## config.mk

```make
export PLATFORM = sky130hd
export DESIGN_NAME = cdu_sqrt
export DESIGN_NICKNAME = d
export VERILOG_FILES = /design/src/rtl/cdu_pkg.sv /design/src/rtl/cdu_sqrt.sv
export SDC_FILE = /design/constraint.sdc
export NUM_CORES = 2
export LEC_CHECK = 0
export ABC_CLOCK_PERIOD_IN_PS = 6900
export BUFFER_PORTS_ARGS = -buffer_cell sky130_fd_sc_hd__buf_4
export CORE_MARGIN = 3
export CORE_UTILIZATION = 64
export CTS_CLUSTER_SIZE = 40
export DETAILED_ROUTE_END_ITERATION = 8
export PLACE_DENSITY = 0.81
export SYNTH_ARGS = -nofsm -noshare
export SYNTH_HDL_FRONTEND = slang
export SYNTH_SLANG_ARGS = --single-unit
```

## constraint.sdc

```tcl
create_clock -name clk -period 6.9 [get_ports clk]
set_input_delay 0.345 -clock clk [delete_from_list [all_inputs] [get_ports clk]]
set_output_delay 0.345 -clock clk [all_outputs]
set_load 0.05 [all_outputs]
```

## src/rtl/cdu_pkg.sv

```systemverilog
package cdu_pkg;

	localparam int NUM_CH = 3;
	localparam int PIX_W = 8;
	localparam int MEAN_W = 16;
	localparam int A_W = 16;
	localparam int AXIS_W = NUM_CH * A_W;
	localparam int BAND_W = 18;
	localparam int RAD_W = 17;
	localparam int DIST_W = 8;

	localparam int D_W = 18;
	localparam int P_W = 34;
	localparam int T_W = 35;
	localparam int T_FRAC = 14;
	localparam int T8_W = 21;
	localparam int TA_W = 51;
	localparam int R_W = TA_W;
	localparam int R_FRAC = 28;
	localparam int DA_W = 24;
	localparam int M_W = 22;
	localparam int MM_W = 2 * M_W;
	localparam int SQ_W = 46;
	localparam int PERP_W = SQ_W / 2;
	localparam int SQRT_ITERS = PERP_W;
	localparam int DT_W = 23;

	localparam int DATA_W = 64;
	localparam int ADDR_W = 6;
	localparam int CFG_ALIGN = 3;
	localparam int REG_IDX_W = ADDR_W - CFG_ALIGN;

	localparam logic [REG_IDX_W-1:0] REG_MEAN_BLUE = 3'd0;
	localparam logic [REG_IDX_W-1:0] REG_MEAN_GREEN = 3'd1;
	localparam logic [REG_IDX_W-1:0] REG_MEAN_RED = 3'd2;
	localparam logic [REG_IDX_W-1:0] REG_AXIS_VECTOR = 3'd3;
	localparam logic [REG_IDX_W-1:0] REG_BAND_LOW = 3'd4;
	localparam logic [REG_IDX_W-1:0] REG_BAND_HIGH = 3'd5;
	localparam logic [REG_IDX_W-1:0] REG_RADIUS = 3'd6;

	typedef struct packed {
		logic [NUM_CH-1:0][MEAN_W-1:0] mean;
		logic [AXIS_W-1:0] axis;
		logic [BAND_W-1:0] band_low;
		logic [BAND_W-1:0] band_high;
		logic [RAD_W-1:0] radius;
	} cdu_cfg_t;

	typedef struct packed {
		logic valid;
		logic [SQ_W-1:0] sq;
		logic [DT_W-1:0] dt;
	} cdu_sq_t;

	typedef struct packed {
		logic valid;
		logic [PERP_W-1:0] perp;
		logic [DT_W-1:0] dt;
	} cdu_perp_t;

endpackage

```

## src/rtl/cdu_sqrt.sv

```systemverilog
module cdu_sqrt import cdu_pkg::*; (
	input logic clk,
	input logic arst_n,
	input logic ce,
	input cdu_sq_t sq_in,
	output cdu_perp_t perp_out
);

	localparam int NSTG = (SQRT_ITERS + 1) / 2;

	typedef struct packed {
		logic [SQ_W-1:0] rem;
		logic [SQ_W-1:0] res;
	} sqrt_acc_t;

	// One restoring step of the integer square root, trial bit 4^k.
	function automatic sqrt_acc_t sqrt_step(input sqrt_acc_t cur, input int k);
		sqrt_acc_t nxt;
		logic [SQ_W-1:0] bit_v;
		logic [SQ_W-1:0] trial;
		bit_v = SQ_W'(1) << (2 * k);
		trial = cur.res + bit_v;
		if (cur.rem >= trial) begin
			nxt.rem = cur.rem - trial;
			nxt.res = (cur.res >> 1) + bit_v;
		end else begin
			nxt.rem = cur.rem;
			nxt.res = cur.res >> 1;
		end
		return nxt;
	endfunction

	sqrt_acc_t acc_s [NSTG];
	logic vld_s [NSTG];
	logic [DT_W-1:0] dt_s [NSTG];

	for (genvar j = 0; j < NSTG; j++) begin : g_stage
		sqrt_acc_t a_in;
		sqrt_acc_t a_mid;
		sqrt_acc_t a_out;
		logic v_in;
		logic [DT_W-1:0] dt_in;

		if (j == 0) begin : g_first
			assign a_in = '{rem: sq_in.sq, res: '0};
			assign v_in = sq_in.valid;
			assign dt_in = sq_in.dt;
		end else begin : g_next
			assign a_in = acc_s[j-1];
			assign v_in = vld_s[j-1];
			assign dt_in = dt_s[j-1];
		end

		assign a_mid = sqrt_step(a_in, SQRT_ITERS - 1 - 2 * j);

		if (2 * j + 1 < SQRT_ITERS) begin : g_two
			assign a_out = sqrt_step(a_mid, SQRT_ITERS - 2 - 2 * j);
		end else begin : g_one
			assign a_out = a_mid;
		end

		always_ff @(posedge clk or negedge arst_n) begin
			if (!arst_n) begin
				vld_s[j] <= 1'b0;
			end else if (ce) begin
				vld_s[j] <= v_in;
			end
		end

		always_ff @(posedge clk) begin
			if (ce) begin
				acc_s[j] <= a_out;
				dt_s[j] <= dt_in;
			end
		end
	end

	assign perp_out.valid = vld_s[NSTG-1];
	assign perp_out.perp = acc_s[NSTG-1].res[PERP_W-1:0];
	assign perp_out.dt = dt_s[NSTG-1];

endmodule

```

==> metrics.yaml <==
logic_synthesis:
  yosys_warnings: 0
  avgSynthCellArea_um2: 11.2
  synth_ff_type: "edfxtp_1"
  synthCells: 4756
  synth_seq_cells: 949
  synth_edf_count: 937
  synth_cell_type_count: 104
  netlist_area_um2: 53200
  ys_seq_area_share_pct: 53.5
  async_reset_ff_share_pct: 1.26
  synth_nets: 5137
place:
  hpwl_um: 95900
  placed_area_um2: 55000
  place_congestion: 0.963
  numPortBuffers: 119
clock_tree:
  clock_latency_ns: 0.71
  path_clk_slew_ns: 0.06
  cts_tree: "done"
  clockBufferDepth: 3
  clockRootBuffer: "clkbuf_16"
  htreeDepth: 3
  numCtsBuffers: 94
  cts_num_sinks: 949
cells_and_area:
  design_area_um2: 58900
  area_delta_synth_final_pct: 10.8
  final_nets: 5304
  drive_gt1_share_pct: 9.13
  fin_util_pct: 71.6
die:
  fp-row-count: 105
  core-area_um2: 82200
  die_width_um: 294
  die_h_um: 294
  pin_count: 120
  start_util_pct: 64.7
  die-area_um2: 86600
global_route:
  grt_max_degree: 206
  grt_pass1_wl_um: 209000
  grt-ovfl-total: 0
  grt_pass1_vias: 37300
  grt_usage_pct: 30.9
  antenna_found_initial: 1
detailed_routing:
  wl_per_cell_um: 22.4
  dr_wl_met3_um: 8530
  wl_met1_um: 54600
  wirelength_um: 136000
  dr_wl_met2_um: 65900
  drt_iter0_drc: 3685
  routed_via_density: 6.36
  drc_errors: 0
  ant_nets: 0
  vias: 38700
  drt_pass1_iterations: 7
  highest_layer: "met4"
timing:
  tightest_slew_ns: 1.33
  skew_ns: 0.0984
  layout_worst_path_cycle_share_pct: 94.1
  fin_crit_ns: 6.49
  fmax_mhz: 154
  slew_violations: 0
  final-setup-viol-count: 0
  rsz0062_at_grt: "false"
  hold_viol_final: 0
  slew_headroom_pct: 10.7
  fin_setup_tns_ns: 0
  finalHoldWorstSlack_ns: 0.0702
run:
  maxCapViolCount: 0
worst_setup_path:
  crit_type: "flop to flop"
  cp-start-kind: "flop"
  slowest_delay_ns: 0.49
  cp.required_ns: 7.26
  cp_num_buf_inv: 3
  crit_family: "simple AND/OR/NAND/NOR gates"
  arrival_ns: 6.85
  cpMaxStageDelayCell: "o41a_1"
  crit_chain: "ha_1, nand2_1, or4_1, o41a_1, and2_1, nand2_1, inv_1, o21ai_0, ha_1, and3_1, nand3_1, or3_1, a21oi_1, a2111oi_0, buf_4, a211oi_1, nor3_1, nand2_1, nor3_4, buf_4, mux2_2"
  end_kind: "flop"
  cp_max_fo: 16
  cp_common_cell: "nand2_1"
status:
  status: "completed"
min_path:
  min_path_type: "input port to asynchronous set/reset pin"
power:
  total_leakage_power_nw: 22.7
  ir_worst_vdd_mv: 0.283
  power.density_nw_per_um2: 372
## metrics by stage
step                setup slack, ns  power (W)  instances
floorplan                      1.02     0.0143       4756
global placement              0.620     0.0163       5828
detailed placement            0.514     0.0165       5828
CTS                           0.493     0.0218       6073
global route                 0.0574     0.0231       6074
finish                        0.408     0.0219       6075
## flip-flops by register name, summed over array words and instances, names as in the netlist
name	flops
acc_s	661
dt_s	276
g_stage.v_in	11
perp_out	1
## cells in the final DEF (no fill, tap or decap), drive strengths merged, types with 55 or more instances in the layout
| master | synthesis | layout |
|---|---|---|
| ha | 308 | 308 |
| nand4 | 83 | 83 |
| nand3 | 119 | 119 |
| buf | 87 | 174 |
| a21oi | 363 | 363 |
| nor4 | 112 | 112 |
| o21ai | 200 | 200 |
| xnor2 | 259 | 259 |
| dlygate4sd3 | 0 | 69 |
| edfxtp | 937 | 937 |
| clkbuf | 85 | 109 |
| nor2 | 388 | 388 |
| mux2 | 55 | 55 |
| nand2 | 314 | 314 |
| xor2 | 152 | 152 |
| a21o | 112 | 112 |
| inv | 277 | 279 |
| o21a | 60 | 60 |
| nor3 | 112 | 112 |
## synth_stat cells (35+ instances only)
master / instances / area (um^2)
edfxtp_1: 937 / 28100
nor2_1: 388 / 1460
a21oi_1: 362 / 1810
nand2_1: 313 / 1170
ha_1: 308 / 3850
inv_1: 270 / 1010
xnor2_1: 259 / 2270
o21ai_0: 199 / 996
xor2_1: 152 / 1330
nand3_1: 119 / 596
a21o_1: 112 / 841
nor3_1: 110 / 551
nor4_1: 105 / 657
clkbuf_1: 84 / 315
nand4_1: 82 / 513
o21a_1: 60 / 450
mux2_2: 55 / 619
buf_4: 47 / 353
nand2b_1: 45 / 282
and3_1: 43 / 269
nor2b_1: 42 / 263
or3_1: 38 / 238
a211oi_1: 35 / 263
## layer usage
metal	vias to the layer above	global-route usage (%)
met5	-	0
met4	0	14.2
met3	372	3.98
met2	1640	52.4
met1	18500	39.7
li1	18100	-
## logic make-up after synthesis
| logic type | share of synthesized area [%] |
|---|---|
| and+or+nand+nor | 14.4 |
| AOI/OAI and AO/OA | 13.0 |
| buffers and inverters | 3.57 |
| xor gates and xnor gates | 6.77 |
| DFF | 53.5 |
| muxes | 1.47 |
| adders and majority gates | 7.25 |
## worst paths after layout
| kind | from | to | slack [ns] | cells past startpoint |
|---|---|---|---|---|
| setup / recovery | acc_s[1][351] | acc_s[2][60] | 0.41 | 21 |
| max in group asynchronous | arst_n | g_stage[11].v_in | 6.68 | 2 |
| hold reg to reg | dt_s[0][38] | dt_s[0][61] | 0.38 | 0 |
| hold / removal | arst_n | g_stage[10].v_in | 0.07 | 2 |
| min in group clk | sq_in[67] | acc_s[0][91] | 0.12 | 5 |
| setup reg to reg | acc_s[1][351] | acc_s[2][60] | 0.41 | 21 |
## power breakdown
part           switching, W  internal, W
clock               0.00237      0.00290
combinational       0.00498      0.00337
sequential         0.000740      0.00757
total               0.00810       0.0138
## area by class of cell
cell class,instances,area (um^2)
Antenna cell,2,5.00
Timing Repair Buffer,243,2050
Clock buffer,109,2420
Sequential cell,949,28400
Fill cell,5647,23300
Tap cell,1070,1340
Clock inverter,67,766
Multi-Input combinational cell,3357,22900
Inverter,278,1040
## worst register-to-register path: stages, from the launching register on
cell	delay [ns]
edfxtp_1	0.44
ha_1	0.46
nand2_1	0.12
or4_1	0.48
o41a_1	0.49
and2_1	0.24
nand2_1	0.17
inv_1	0.17
o21ai_0	0.33
ha_1	0.38
and3_1	0.23
nand3_1	0.20
or3_1	0.18
a21oi_1	0.07
a2111oi_0	0.41
buf_4	0.20
a211oi_1	0.07
nor3_1	0.31
nand2_1	0.27
nor3_4	0.35
buf_4	0.29
mux2_2	0.37
## repair_timing
| item | 4_1_cts | 5_1_grt |
|---|---|---|
| buffers inserted | 0 | 0 |
| endpoints found under the hold margin | 80 | 0 |
| resized for setup | 0 | 2 |
| setup endpoints to repair | 0 | 5 |
| hold buffers | 69 | 0 |
No activity file was read; power rests on OpenSTA's default activity.
